`config.mk`:
```
export PLATFORM = sky130hd
export DESIGN_NAME = pcbd_cascade
export DESIGN_NICKNAME = d
export VERILOG_FILES = /design/src/hw/rtl/pcbd_pkg.sv /design/src/hw/rtl/pcbd_cascade.sv
export SDC_FILE = /design/constraint.sdc
export NUM_CORES = 1
export LEC_CHECK = 0
export ABC_CLOCK_PERIOD_IN_PS = 17600
export BUFFER_PORTS_ARGS = -buffer_cell sky130_fd_sc_hd__clkbuf_2
export CAP_MARGIN = 10
export CELL_PAD_IN_SITES_DETAIL_PLACEMENT = 1
export CELL_PAD_IN_SITES_GLOBAL_PLACEMENT = 1
export CORE_MARGIN = 1.5
export CORE_UTILIZATION = 44
export DETAILED_ROUTE_END_ITERATION = 6
export GPL_ROUTABILITY_DRIVEN = 0
export MAX_ROUTING_LAYER = met4
export PLACE_DENSITY_LB_ADDON = 0.1
export SYNTH_ARGS = -nofsm -noshare
export SYNTH_HDL_FRONTEND = slang
export SYNTH_SLANG_ARGS = --single-unit
```
`constraint.sdc`:
```
create_clock -name clk -period 17.6 [get_ports clk]
set_clock_uncertainty 0.15 [all_clocks]
set_input_delay 0 -clock clk [delete_from_list [all_inputs] [get_ports clk]]
set_output_delay 0 -clock clk [all_outputs]
set_load 0.005 [all_outputs]
```
`src/hw/rtl/pcbd_pkg.sv`:
```
// Shared types, constants and helpers for the power-of-two box downscaler.
// No dependencies; the cascade, the result queue, the top level and the test files import this package.
`default_nettype none

package pcbd_pkg;

    localparam int MAX_LEVELS = 4;
    localparam int QDEPTH     = 4;

    // Configuration register indexes.
    localparam logic [2:0] CFG_SRC_WIDTH  = 3'd0;
    localparam logic [2:0] CFG_SRC_HEIGHT = 3'd1;
    localparam logic [2:0] CFG_LEVEL_MASK = 3'd2;
    localparam logic [2:0] CFG_OUT_W_L0   = 3'd3;
    localparam logic [2:0] CFG_OUT_W_L1   = 3'd4;
    localparam logic [2:0] CFG_OUT_W_L2   = 3'd5;
    localparam logic [2:0] CFG_OUT_W_L3   = 3'd6;

    localparam logic [11:0] OW_MASK [MAX_LEVELS] = '{12'hFFF, 12'h7FF, 12'h3FF, 12'h1FF};
    localparam logic [11:0] OW_RESET [MAX_LEVELS] = '{12'd2048, 12'd1024, 12'd512, 12'd256};

    typedef struct packed {
        logic [10:0] row;
        logic [10:0] col;
        logic [1:0]  level;
        logic [7:0]  pixel;
    } res_t;

    // All results caused by one input pixel, one slot per level.
    typedef struct packed {
        logic [MAX_LEVELS-1:0] vld;
        res_t [MAX_LEVELS-1:0] res;
    } group_t;

    function automatic logic [7:0] avg2(input logic [7:0] a, input logic [7:0] b);
        logic [8:0] s;
        s = {1'b0, a} + {1'b0, b} + 9'd1;
        return s[8:1];
    endfunction

endpackage

`default_nettype wire

```
`src/hw/rtl/pcbd_cascade.sv`:
```
// Second pipeline stage: vertical and horizontal averaging cascades, the
// horizontal partial registers and the emission rule. Uses pcbd_pkg.
`default_nettype none

module pcbd_cascade #(
    parameter int LEVELS = 4,
    parameter int CW     = 13,
    parameter int EW     = 13
) (
    input  wire logic                   clk,
    input  wire logic                   s1_valid,
    input  wire logic [CW-1:0]          x,
    input  wire logic [12:0]            y,
    input  wire logic [7:0]             pix,
    input  wire logic [7:0]             hold [LEVELS],
    input  wire logic [CW-1:0]          w_eff,
    input  wire logic [12:0]            h_eff,
    input  wire logic [3:0]             mask,
    input  wire logic [11:0]            ow [LEVELS],
    output logic                        wr [LEVELS],
    output logic      [7:0]             wr_data [LEVELS],
    output logic                        push,
    output pcbd_pkg::group_t            grp
);

    import pcbd_pkg::*;

    logic [7:0] partial_reg [LEVELS][LEVELS];
    logic [7:0] vval [LEVELS];
    logic       vok  [LEVELS];
    logic [7:0] hres [LEVELS];
    logic       hok  [LEVELS];
    logic       pwr  [LEVELS][LEVELS];
    logic [7:0] pwd  [LEVELS][LEVELS];
    logic       emit [LEVELS];
    logic [1:0] deepest;
    logic       rows_ok;

    // Vertical cascade: levels below the first even row bit are read,
    // the first level with an even row bit stores the running average.
    always_comb
    begin
        logic       chain;
        logic [7:0] v;
        chain = 1'b1;
        v     = pix;
        for (int k = 0; k < LEVELS; k++)
        begin
            wr[k]      = 1'b0;
            wr_data[k] = v;
            vok[k]     = 1'b0;
            vval[k]    = v;
            if (chain)
            begin
                if (!y[k])
                begin
                    wr[k] = s1_valid;
                    chain = 1'b0;
                end
                else
                begin
                    v       = avg2(hold[k], v);
                    vval[k] = v;
                    vok[k]  = 1'b1;
                end
            end
        end
    end

    always_comb
    begin
        logic [7:0] hv;
        logic       open;
        for (int k = 0; k < LEVELS; k++)
        begin
            hv   = vval[k];
            open = 1'b1;
            for (int s = 0; s < LEVELS; s++)
            begin
                pwr[k][s] = 1'b0;
                pwd[k][s] = hv;
                if (s <= k && open)
                begin
                    if (!x[s])
                    begin
                        pwr[k][s] = s1_valid && vok[k];
                        open      = 1'b0;
                    end
                    else
                    begin
                        hv = avg2(partial_reg[k][s], hv);
                    end
                end
            end
            hres[k] = hv;
            hok[k]  = open;
        end
    end

    always_ff @(posedge clk)
    begin
        for (int k = 0; k < LEVELS; k++)
        begin
            for (int s = 0; s < LEVELS; s++)
            begin
                if (pwr[k][s])
                begin
                    partial_reg[k][s] <= pwd[k][s];
                end
            end
        end
    end

    // Rows count only inside complete row groups of the deepest enabled level.
    always_comb
    begin
        deepest = 2'd0;
        for (int k = 0; k < LEVELS; k++)
        begin
            if (mask[k])
            begin
                deepest = 2'(k);
            end
        end
        rows_ok = (y >> (deepest + 3'd1)) < (h_eff >> (deepest + 3'd1));
    end

    always_comb
    begin
        logic [EW-1:0] c;
        logic [EW-1:0] lim;
        logic [EW-1:0] lw;
        logic [12:0]   r;
        grp = '0;
        for (int k = 0; k < LEVELS; k++)
        begin
            c   = EW'(x >> (k + 1));
            lw  = EW'(w_eff >> (k + 1));
            lim = (EW'(ow[k]) < lw) ? EW'(ow[k]) : lw;
            r   = y >> (k + 1);
            emit[k] = vok[k] && hok[k] && mask[k] && rows_ok && (c < lim);
            grp.vld[k]       = emit[k];
            grp.res[k].pixel = hres[k];
            grp.res[k].level = 2'(k);
            grp.res[k].col   = c[10:0];
            grp.res[k].row   = r[10:0];
        end
    end

    assign push = s1_valid && (grp.vld != '0);

endmodule

`default_nettype wire

```
==> flow_summary.ini <==
[outcome]
status = completed

[synthesis]
synth_seq_cells = 80
synthTopCellsByCount = ha_1 (189), buf_4 (156), nor2_1 (145)
yosys.area_share.simple = 0.164
ys_types = 85
synth_area_um2 = 12900
async_flop_share = 0
synth_top_family_by_area = compound AO/OA/AOI/OAI gates
synthCells = 1550
synth_compound_area_frac = 0.220
synth_top_cell_by_area = edfxtp_1
synth_area_per_cell_um2 = 8.31
synth_fa_ha_area_frac = 0.205
ys_seq_area_frac = 0.186
synth_edf_count = 80
yosysMostFrequentCell = ha_1
muxShareOfSynthArea = 0.0613
synthXorXnorAreaFrac = 0.0347
yosysWarnings = 0
ys.flop_type = edfxtp_1
netlist.area_leader.share = 0.186
ys_top_cells_by_area = edfxtp_1 (19%), ha_1 (18%), buf_4 (9.1%), a21oi_1 (4.7%), nor2_1 (4.2%)

[global_routing]
grt_busiest_layer = met2
antenna_found_initial = 1
grt_first_pass_wirelength_um = 66600
grt_remaining_overflow = 0
met2_usage = 0.510
use_met1 = 0.344
grt_pass1_vias = 12200
grtUsageTotal = 0.287
met3_usage = 0.0282
grt_start_max_net_pins = 43

[cts]
cts-buffers-inserted = 9
cts_tree = yes
ctsHtreeMaxLevel = 3
clkLatencyLatePin_ns = 0.35
cts-hold-fix-buffers = 0
cts_buffer_depth = 2
cts.repair.resized = 0
postCtsSetupBuffers = 0
cts.sinks = 80
root_buffer = clkbuf_16

[pwr]
power.leakage_nw = 6.58
peakVddDrop_mv = 0.0533
powerDensity_nw_per_um2 = 80.7

[route]
viasPerCell = 5.77
drt_iter0_drc = 454
drc = 0
drtAntennaViolNets = 0
vias = 12000
post_drt_wl_per_cell_um = 20.4
dr.pass1.iters = 4
routed_wl_um = 42500

[sta]
final.period_utilization = 0.689
relSlewSlack = 0.347
drv_slew = 0
fmax_mhz = 82.5
setup_viol = 0
hold_viol = 0
fin_setup_tns_ns = 0
period_minus_slack_ns = 12.12
rsz0062_at_grt = false
tightest_slew_ns = 0.976

[floorplan]
die_h_um = 174
initial_core_util = 0.448
ioPinCount = 315
rows = 62
die-area_um2 = 30300
die_w_um = 174
coreArea_um2 = 28800

[critical_path]
slowest_delay_ns = 0.51
required_ns = 17.45
cpMostUsedCell = ha_1
path_buf_inv = 4
startpoint = pix[0]
start_kind = input pin
slowest_stage = a221o_1
crit_family = compound AO/OA/AOI/OAI gates
crit_type = in -> out
r2r_start = partial_reg[3][25]
crit_fanout = 7
end_kind = output port
worstPathArrival_ns = 11.97

[cells_and_area]
fin_area_um2 = 14000
largest_reg_flops = 80
area_growth_syn_to_layout_pct = 8.79
drive_gt1_frac = 0.225
fin_nets = 2039
n_fill_cell = 3625

[placement]
hpwl_um = 34700
placed_cell_area_um2 = 13700
io_buffers = 298

[min_path]
hp-class = in -> out
hp-start = pix[3]

[flow_run]
cap_viol_max_count = 0
[cells by family after synthesis]
logic type               Yosys count
multiplexers                      73
adder cells (fa/ha/maj)          203
XOR/XNOR                          51
AO/OA/AOI/OAI                    426
flip-flops                        80
buffers and inverters            283
other                              2
AND/OR/NAND/NOR                  432
[layer usage]
metal,vias to the layer above,routed length (µm)
met5,-,0
met4,0,947
met3,51,1730
met2,333,21300
met1,5837,18500
li1,5781,-
[final cells by class]
cell class              count  area [µm²]  share of cell area
diodes                      2        5.00            0.000357
clock buffers               9         225              0.0161
clock inverters             7         101             0.00723
inverters                  88         330              0.0236
multi-input cells        1199        8870               0.633
flip-flops and latches     80        2400               0.171
well taps                 384         480              0.0343
repair buffers            312        1600               0.114
[per-stage QoR]
| step | util | instances | setup WS [ns] | hold WS, ns | power, mW |
|---|---|---|---|---|---|
| 2_1_floorplan | - | 1562 | 7.98 | -0.0692 | 0.753 |
| 3_5_place_dp | 0.475 | 2063 | 5.51 | 0.0564 | 0.914 |
| 5_1_grt | 0.487 | 2081 | 4.51 | 0.0609 | 1.22 |
| 3_3_place_gp | 0.475 | 2063 | 5.81 | 0.0530 | 0.893 |
| 4_1_cts | 0.487 | 2079 | 5.47 | 0.0546 | 1.14 |
| 6_report | 0.487 | 2081 | 5.48 | 0.0516 | 1.13 |
[placed cells by master (no fill, tap or decap), drive strengths merged, types with 12 or more instances in the layout]
cell type	count
inv	91
nor2b	38
nor3	32
a21oi	122
a211oi	23
o21ai	97
ha	189
clkbuf	307
xor2	16
xnor2	35
o21a	22
a21boi	17
nor2	145
fa	14
buf	14
conb	14
nand3	20
mux2i	47
mux2	24
or3	12
edfxtp	80
nand2	95
a21o	37
nand2b	17
nor3b	12
[path summary, 6_finish.rpt]
kind              depth (start not counted)                 to  slack [ns]
setup reg to reg                         24  partial_reg[3][7]       12.02
hold reg to reg                           3  partial_reg[3][7]        0.66
setup / recovery                         52           grp[103]        5.48
hold / removal                            2        wr_data[27]        0.05
[where the power goes]
group          switching, mW  internal (mW)
Clock                 0.0905          0.126
Combinational          0.397          0.291
Sequential           0.00125          0.224
Total                  0.489          0.642
Power figures use the tool's default switching activity.
