### src/hw/rtl/pcbd_pkg.sv
// Shared types, constants and helpers for the power-of-two box downscaler.
// No dependencies; the cascade, the result queue, the top level and the test files import this package.
`default_nettype none

package pcbd_pkg;

    localparam int MAX_LEVELS = 4;
    localparam int QDEPTH     = 4;

    // Configuration register indexes.
    localparam logic [2:0] CFG_SRC_WIDTH  = 3'd0;
    localparam logic [2:0] CFG_SRC_HEIGHT = 3'd1;
    localparam logic [2:0] CFG_LEVEL_MASK = 3'd2;
    localparam logic [2:0] CFG_OUT_W_L0   = 3'd3;
    localparam logic [2:0] CFG_OUT_W_L1   = 3'd4;
    localparam logic [2:0] CFG_OUT_W_L2   = 3'd5;
    localparam logic [2:0] CFG_OUT_W_L3   = 3'd6;

    localparam logic [11:0] OW_MASK [MAX_LEVELS] = '{12'hFFF, 12'h7FF, 12'h3FF, 12'h1FF};
    localparam logic [11:0] OW_RESET [MAX_LEVELS] = '{12'd2048, 12'd1024, 12'd512, 12'd256};

    typedef struct packed {
        logic [10:0] row;
        logic [10:0] col;
        logic [1:0]  level;
        logic [7:0]  pixel;
    } res_t;

    // All results caused by one input pixel, one slot per level.
    typedef struct packed {
        logic [MAX_LEVELS-1:0] vld;
        res_t [MAX_LEVELS-1:0] res;
    } group_t;

    function automatic logic [7:0] avg2(input logic [7:0] a, input logic [7:0] b);
        logic [8:0] s;
        s = {1'b0, a} + {1'b0, b} + 9'd1;
        return s[8:1];
    endfunction

endpackage

`default_nettype wire

### src/hw/rtl/pcbd_out_queue.sv
// Result queue: holds per-pixel result groups and sends them one result
// per request on the output stream. Uses pcbd_pkg.
`default_nettype none

module pcbd_out_queue (
    input  wire logic             clk,
    input  wire logic             rst_n,
    input  wire logic             push,
    input  wire pcbd_pkg::group_t grp,
    output logic [2:0]            count,
    output logic                  m_tvalid,
    input  wire logic             m_tready,
    output logic [31:0]           m_tdata,   // out_pixel[7:0], level[9:8], out_col[20:10], out_row[31:21]
    output logic                  m_tlast
);

    import pcbd_pkg::*;

    group_t     mem_reg [QDEPTH];
    logic [1:0] wptr_reg, wptr_next;
    logic [1:0] rptr_reg, rptr_next;
    logic [2:0] count_reg, count_next;
    logic [3:0] sent_reg, sent_next;
    logic [3:0] rem, pick, after;
    logic [1:0] idx;
    logic       pop, fire;
    group_t     head;

    assign head = mem_reg[rptr_reg];
    assign rem  = head.vld & ~sent_reg;
    assign pick = rem & (~rem + 4'd1);
    assign after = rem & ~pick;

    always_comb
    begin
        idx = 2'd0;
        for (int i = MAX_LEVELS - 1; i >= 0; i--)
        begin
            if (pick[i])
            begin
                idx = 2'(i);
            end
        end
    end

    assign m_tvalid = (count_reg != 3'd0);
    assign m_tlast  = (after == 4'd0);
    assign m_tdata  = head.res[idx];
    assign fire     = m_tvalid && m_tready;
    assign pop      = fire && m_tlast;
    assign count    = count_reg;

    always_comb
    begin
        wptr_next  = push ? wptr_reg + 2'd1 : wptr_reg;
        rptr_next  = pop ? rptr_reg + 2'd1 : rptr_reg;
        count_next = count_reg + {2'd0, push} - {2'd0, pop};
        sent_next  = sent_reg;
        if (pop)
        begin
            sent_next = 4'd0;
        end
        else if (fire)
        begin
            sent_next = sent_reg | pick;
        end
    end

    always_ff @(posedge clk or negedge rst_n)
    begin
        if (!rst_n)
        begin
            wptr_reg  <= 2'd0;
            rptr_reg  <= 2'd0;
            count_reg <= 3'd0;
            sent_reg  <= 4'd0;
        end
        else
        begin
            wptr_reg  <= wptr_next;
            rptr_reg  <= rptr_next;
            count_reg <= count_next;
            sent_reg  <= sent_next;
        end
    end

    always_ff @(posedge clk)
    begin
        if (push)
        begin
            mem_reg[wptr_reg] <= grp;
        end
    end

endmodule

`default_nettype wire

### config.mk
export PLATFORM = sky130hd
export DESIGN_NAME = pcbd_out_queue
export DESIGN_NICKNAME = d
export VERILOG_FILES = /design/src/hw/rtl/pcbd_pkg.sv /design/src/hw/rtl/pcbd_out_queue.sv
export SDC_FILE = /design/constraint.sdc
export NUM_CORES = 1
export LEC_CHECK = 0
export ABC_AREA = 0
export BUFFER_PORTS_ARGS = -buffer_cell sky130_fd_sc_hd__buf_4
export CAP_MARGIN = 20
export CORE_MARGIN = 8
export CORE_UTILIZATION = 50
export DETAILED_ROUTE_END_ITERATION = 6
export PLACE_DENSITY = 0.7
export SETUP_SLACK_MARGIN = 0.15
export SYNTH_ARGS = -nofsm -noshare
export SYNTH_HDL_FRONTEND = slang
export SYNTH_SLANG_ARGS = --single-unit
### constraint.sdc
create_clock -name clk -period 4.8 [get_ports clk]
set_input_delay 0.72 -clock clk [delete_from_list [all_inputs] [get_ports clk]]
set_output_delay 0.72 -clock clk [all_outputs]
set_load 0.05 [all_outputs]
==> results by group, run 1 <==
STA
  • Peak Freq: 230.1 MHz
  • Max Slew Vio Count: 0
  • Worst-Margin Slew: 1.015 ns
  • Final setup viols: 0
  • Clock skew: 0.02379 ns
  • Fin Setup TNS: 0 ns
  • Period utilization: 90.56%
  • Final min period: 4.347 ns
  • Max-Slew Margin vs Limit: 32.33%
  • Final hold viol count: 0
  • RSZ-0062 raised after global routing: false

Global routing
  • First-pass GRT wire length: 64090 um
  • Gr usage total: 17.77%
  • Total grt overflow: 0
  • Vias in the first global route: 10350
  • Largest net degree at the start of global routing: 64
  • Initial antenna violation count: 4

Routing
  • Vias/cell: 5.845
  • 1st-iter DRT viols: 790
  • WL final: 42610 um
  • Routed WL per cell: 25.73 um
  • Routed Antenna Nets: 0
  • DRC: 0
  • Vias: 9679
  • Drt first pass iters: 5

Yosys
  • Yosys reg bits: 539
  • Synth cell types: 38
  • Syn. warnings: 0
  • Mapped Cells: 881
  • Largest area contributor in the netlist: edfxtp_1
  • Area fraction of the dominant cell type after synthesis: 76.50%
  • Seq/Total Area, Yosys: 77.83%
  • Syn Nets: 1024
  • Cell Area, Synth: 0.02072 sq mm
  • Avg Inst Size Synth: 23.52 sq um
  • Synth area leaders: edfxtp_1 77%, mux4_2 14%, a2bb2oi_2 2.2%, o221ai_1 1.4%, dfrtp_1 1.3%

Clocking
  • Clock sinks: 539
  • CTS tree: yes
  • Num CTS Buffers: 54
  • Post-CTS Setup Bufs: 0
  • CTS HTree Levels: 2
  • Worst skew pair latency: 0.61 ns
  • Max Buffers Root-to-Sink: 3
  • Root Buffer: clkbuf_16
  • Clock transition at path regs: 0.06 ns

Cells and area
  • Fillcell total: 2906
  • Share of cells above drive strength 1: 40.43%
  • Final Non-Filler Cells: 1656
  • Area delta synth->final: 17.52%
  • Nets: 1221
  • Max reg flops: 528

Pwr
  • Sequential share of power: 36.3%
  • Psw: 6538 uW
  • Design internal power: 11120 uW
  • P per Cell Area: 725.1 mW/mm^2
  • Sw Share: 37.02%
  • Clock power frac: 22.3%
  • Total power: 17660 uW
  • Worst vdd ir: 0.5379 mV
  • LEAKAGE: 0.008025 uW
  • Comb power frac: 41.4%

Worst setup path
  • Crit Path Class: reg2out
  • Startpoint Class: register
  • Crit Path Max Fanout: 32
  • R2R cell count: 13
  • Worst EP arrival: 3.63 ns
  • Worst setup EP type: primary output
  • CP required: 4.08 ns

Placed design
  • HPWL Detailed: 25410 um
  • Placed Cells: 1553
  • RePlAce Congestion: 0.7003
  • Port bufs: 172

Die
  • Num rows: 74
  • # IOs: 173
  • Die height: 219.6 um
  • Core ar.: 0.04083 sq mm
  • Die W: 219.6 um
  • Full die area: 0.04822 sq mm
  • Initial core utilization: 50.76%

Min path
  • Hold Path Class: in2reg
  • WHS Path Cells: 1

Status
  • Result of the run: finished, final reports clean

Flow run
  • Maxcap violations: 0
metrics by stage:
step	hold WS [ns]	setup slack (ns)	util, %	area, sq um
after floorplan	0.4244	0.5515	-	20720
after global placement	0.4937	1.039	55.50	22660
after detailed placement	0.4930	1.024	55.50	22660
after CTS	0.2758	0.3751	59.64	24350
after global routing	0.2849	0.2914	59.65	24360
final	0.3133	0.4533	59.65	24360
logic make-up after synthesis:
group | after synthesis | synth area share, %
flip-flops | 539 | 77.83
multiplexers | 134 | 14.34
AO/OA/AOI/OAI | 111 | 4.999
buffers and inverters | 59 | 1.437
AND/OR/NAND/NOR | 26 | 0.7185
adder cells (fa/ha/maj) | 7 | 0.4588
XOR/XNOR | 5 | 0.2113
path summary, 6_finish.rpt:
kind / slack [ns] / from / end
setup reg to reg: 1.23 / rptr_reg[1] / count[2]
max in group asynchronous: 4.10 / rst_n / rptr_reg[1]
hold / removal: 0.31 / grp[51] / mem_reg[1][51]
min in group asynchronous: 0.51 / rst_n / wptr_reg[0]
hold reg to reg: 0.50 / count[2] / count[2]
setup / recovery: 0.45 / rptr_reg[1] / m_tdata[0]
worst max-delay path, cell delays in order (launching register included):
cell	delay, ns
dfrtp_4	0.68
mux2_2	0.41
a22o_1	0.32
nand2_2	0.70
o221ai_1	0.28
a2bb2oi_1	0.36
buf_4	0.27
power groups by stage:
stage	registers, uW	logic [uW]	clock network [uW]
after floorplan	6540	5330	0
after global placement	6460	7420	0
after detailed placement	6510	7430	0
after CTS	6420	7450	4030
after global routing	6480	7720	4200
final	6410	7310	3940
cell usage in the layout, fill, tap and decap left out, drive strengths merged, types with 2 or more instances in the layout:
master,instances
nand2,5
clkbuf,61
inv,9
buf,192
a22oi,2
dfrtp,11
bufinv,2
mux2,4
a21oi,35
nand2b,2
ha,6
a2bb2oi,32
nor2b,4
and2,6
edfxtp,528
xnor2,3
nor2,6
a22o,2
clkinv,29
xor2,2
clkinvlp,7
o211ai,3
mux4,130
o221ai,32
synthesized netlist by cell type (all sizes together):
master and instances:
edfxtp 528, mux4 130, a21oi 35, a2bb2oi 32, o221ai 32, clkbuf 28, buf 24, dfrtp 11
inv 7, and2 6, ha 6, nor2 6, nand2 5, mux2 4, nor2b 4, o211ai 3
xnor2 3, a22o 2, a22oi 2, nand2b 2, xor2 2, a21o 1, a221oi 1, a32o 1
fa 1, nand4 1, nor3 1, o2111a 1, o21ai 1, or3 1
metal layers:
metal / track usage (%) / vias up / wire length (um)
met4: 5.524 / 6 / 883
met3: 3.922 / 70 / 2636
li1: - / 4209 / -
met5: 0 / - / 39
met1: 23.76 / 5107 / 17490
met2: 29.11 / 287 / 21560
area by class of cell:
cell class | instances | area (sq um) | share of cell area, %
diodes | 1 | 2.502 | 0.01027
clock buffers | 61 | 1378 | 5.656
clock inverters | 40 | 305.3 | 1.253
inverters | 7 | 26.28 | 0.1079
multi-input cells | 283 | 4327 | 17.76
flip-flops and latches | 539 | 16140 | 66.26
well taps | 532 | 665.6 | 2.733
repair buffers | 193 | 1514 | 6.216
what timing repair did:
action / CTS / global route
resized for setup: 0 / 0
hold endpoints to repair: 11 / 0
hold buffers: 1 / 0
Power figures use the tool's default switching activity.
==> inputs of run 2 (changes only) <==
- REMOVE_ABC_BUFFERS: unset -> 1
- TNS_END_PERCENT: unset -> 5
==> run 2 against run 1 <==
Effect of this change:
- global-route usage down 0.40 points
- combinational power down 1%
- non-clock buffer count unchanged
- via count up 0.28%
- hold slack better by 0.021 ns
- sequential power about the same
- total power down 0.81%
- sequential share of layout area up 0.22 points
- worst setup slack better by 0.044 ns
- final cell count down 0.72%
- clock-buffer cell count up 4
- core utilization down 0.20 points
- critical path type unchanged
- largest power group unchanged
- highest routed layer unchanged
==> results by group, run 2 (same netlist as run 1, synthesis figures left out) <==
Worst setup path
  • CP required: 4.08 ns (about the same)
  • Startpoint Class: register
  • Crit Path Class: reg2out
  • Crit Path Max Fanout: 35 (+9.4%)
  • Worst setup EP type: primary output
  • Worst EP arrival: 3.58 ns (-0.05 ns)

Routing
  • Drt first pass iters: 5 (unchanged)
  • Routed WL per cell: 25.55 um (-0.70%)
  • 1st-iter DRT viols: 727 (-8.0%)
  • DRC: 0 (unchanged)
  • Vias/cell: 5.904 (+1.0%)
  • Routed Antenna Nets: 0 (unchanged)
  • WL final: 42000 um (-1.4%)
  • Vias: 9706 (+0.28%)

Die
  • Full die area: 0.04822 sq mm (unchanged)
  • Die height: 219.6 um (unchanged)
  • # IOs: 173 (unchanged)
  • Die W: 219.6 um (unchanged)
  • Initial core utilization: 50.76% (unchanged)
  • Num rows: 74 (unchanged)
  • Core ar.: 0.04083 sq mm (unchanged)

Cells and area
  • Fillcell total: 2904 (-0.069%)
  • Nets: 1220 (-0.082%)
  • Share of cells above drive strength 1: 39.39% (-1.0 points)
  • Area delta synth->final: 17.13%
  • Post-route cell area: 0.02427 sq mm (-0.33%)
  • Sequential cell area: 0.01614 sq mm (unchanged)
  • Max reg flops: 528 (unchanged)
  • Diodes inserted: 0 (-1)
  • Final Non-Filler Cells: 1644 (-0.72%)
  • Commonest non-fill, non-tap cell in the layout: edfxtp_1
  • Most frequent cells in the layout: 528 x edfxtp_1, 187 x buf_4, 130 x mux4_2
  • Multi-input logic area: 0.004327 sq mm (unchanged)

STA
  • Fin Setup TNS: 0 ns (unchanged)
  • Clock skew: 0.02167 ns (-0.002125 ns)
  • Period utilization: 89.63% (-0.93 points)
  • Final hold viol count: 0 (unchanged)
  • Max-Slew Margin vs Limit: 33.75% (+1.4 points)
  • Final setup viols: 0 (unchanged)
  • Peak Freq: 232.4 MHz (+1.0%)
  • Worst-Margin Slew: 0.9916 ns (-0.02337 ns)
  • Max Slew Vio Count: 0 (unchanged)
  • Final min period: 4.302 ns (-0.04444 ns)
  • RSZ-0062 raised after global routing: false

Global routing
  • First-pass GRT wire length: 63030 um (-1.7%)
  • Gr usage total: 17.37% (-0.40 points)
  • Total grt overflow: 0 (unchanged)
  • Vias in the first global route: 10280 (-0.71%)
  • Largest net degree at the start of global routing: 73 (+14%)
  • Initial antenna violation count: 2 (-2)

Placed design
  • Placed Cells: 1553 (unchanged)
  • HPWL Detailed: 24240 um (-4.6%)
  • RePlAce Congestion: 0.7076 (+1.0%)
  • Dpl cell area: 0.02266 sq mm (unchanged)
  • Port bufs: 172 (unchanged)

Flow run
  • Maxcap violations: 0 (unchanged)

Min path
  • Hold Path Class: in2reg

Clocking
  • CTS resizes: 0 (unchanged)
  • Num CTS Buffers: 53 (-1.9%)
  • Clock sinks: 539 (unchanged)
  • Clock transition at path regs: 0.06 ns (about the same)
  • Root Buffer: clkbuf_16
  • Max Buffers Root-to-Sink: 3 (unchanged)
  • Worst skew pair latency: 0.58 ns (-0.03 ns)
  • CTS tree: yes
  • CTS HTree Levels: 2 (unchanged)

Status
  • Result of the run: finished, final reports clean

Pwr
  • P per Cell Area: 721.7 mW/mm^2 (-0.47%)
  • LEAKAGE: 0.007999 uW (-0.33%)
  • Total power: 17520 uW (-0.81%)
  • Worst vdd ir: 0.5834 mV (+8.5%)
[run 2: changes by cell type in the layout (fill, tap and decap cells not counted), sizes merged]
cell      change
clkinv        -9
clkinvlp      -6
clkbuf        +4
bufinv        +1
diode         -1
inv           -1
[run 2: area by class of cell]
type | instances | share of cell area (%)
Clock buffer | 65 | 5.824
Clock inverter | 25 | 0.7835
Inverter | 7 | 0.1082
Multi-Input combinational cell | 283 | 17.82
Sequential cell | 539 | 66.48
Tap cell | 532 | 2.742
Timing Repair Buffer | 193 | 6.237
[run 2: critical path: stages (launching register included)]
cell and delay, ns:
dfrtp_4 0.57, buf_4 0.50, mux4_2 0.44, nand2b_2 0.32, buf_4 0.44, o221ai_1 0.20, a2bb2oi_1 0.26, buf_4 0.24
[run 2: final timing paths]
kind	slack (ns)	end	startpoint	cells past startpoint
worst max-delay path	0.50	m_tdata[0]	rptr_reg[1]	7
worst min-delay path	0.33	mem_reg[2][7]	grp[7]	1
worst max register to register	1.18	count[2]	rptr_reg[1]	13
worst min register to register	0.49	count[2]	count[2]	1
max in group asynchronous	4.11	rptr_reg[0]	rst_n	2
min in group asynchronous	0.52	sent_reg[3]	rst_n	2
[run 2: layer usage]
metal | wire length [um] | vias to the layer above | track usage [%] | part of all wire (%)
li1 | - | 4191 | - | -
met1 | 17590 | 5137 | 23.89 | 42
met2 | 20370 | 318 | 27.77 | 48
met3 | 3356 | 56 | 4.566 | 8.0
met4 | 658 | 4 | 4.154 | 1.6
met5 | 27 | - | 0 | 0.064
[run 2: power by group]
| group | leakage, uW | switching (uW) | internal (uW) |
|---|---|---|---|
| Sequential | 0.00498 | 267 | 6160 |
| Clock | 0.000784 | 1630 | 2230 |
| Combinational | 0.00223 | 4470 | 2770 |
[run 2: timing repair]
item                       4_1_cts  5_1_grt
hold buffers                     1        0
setup buffers                    0        0
hold endpoints to repair        11        0
setup endpoints to repair        0        0
[run 2: stage by stage]
stage                     worst slack (ns)  utilization, %  hold WS (ns)
after floorplan                     -5.370               -        0.4244
after global placement               1.052           55.50        0.4808
after detailed placement             1.062           55.50        0.4848
after CTS                           0.4177           59.45        0.3023
after global routing                0.3510           59.45        0.3077
final                               0.4977           59.45        0.3341
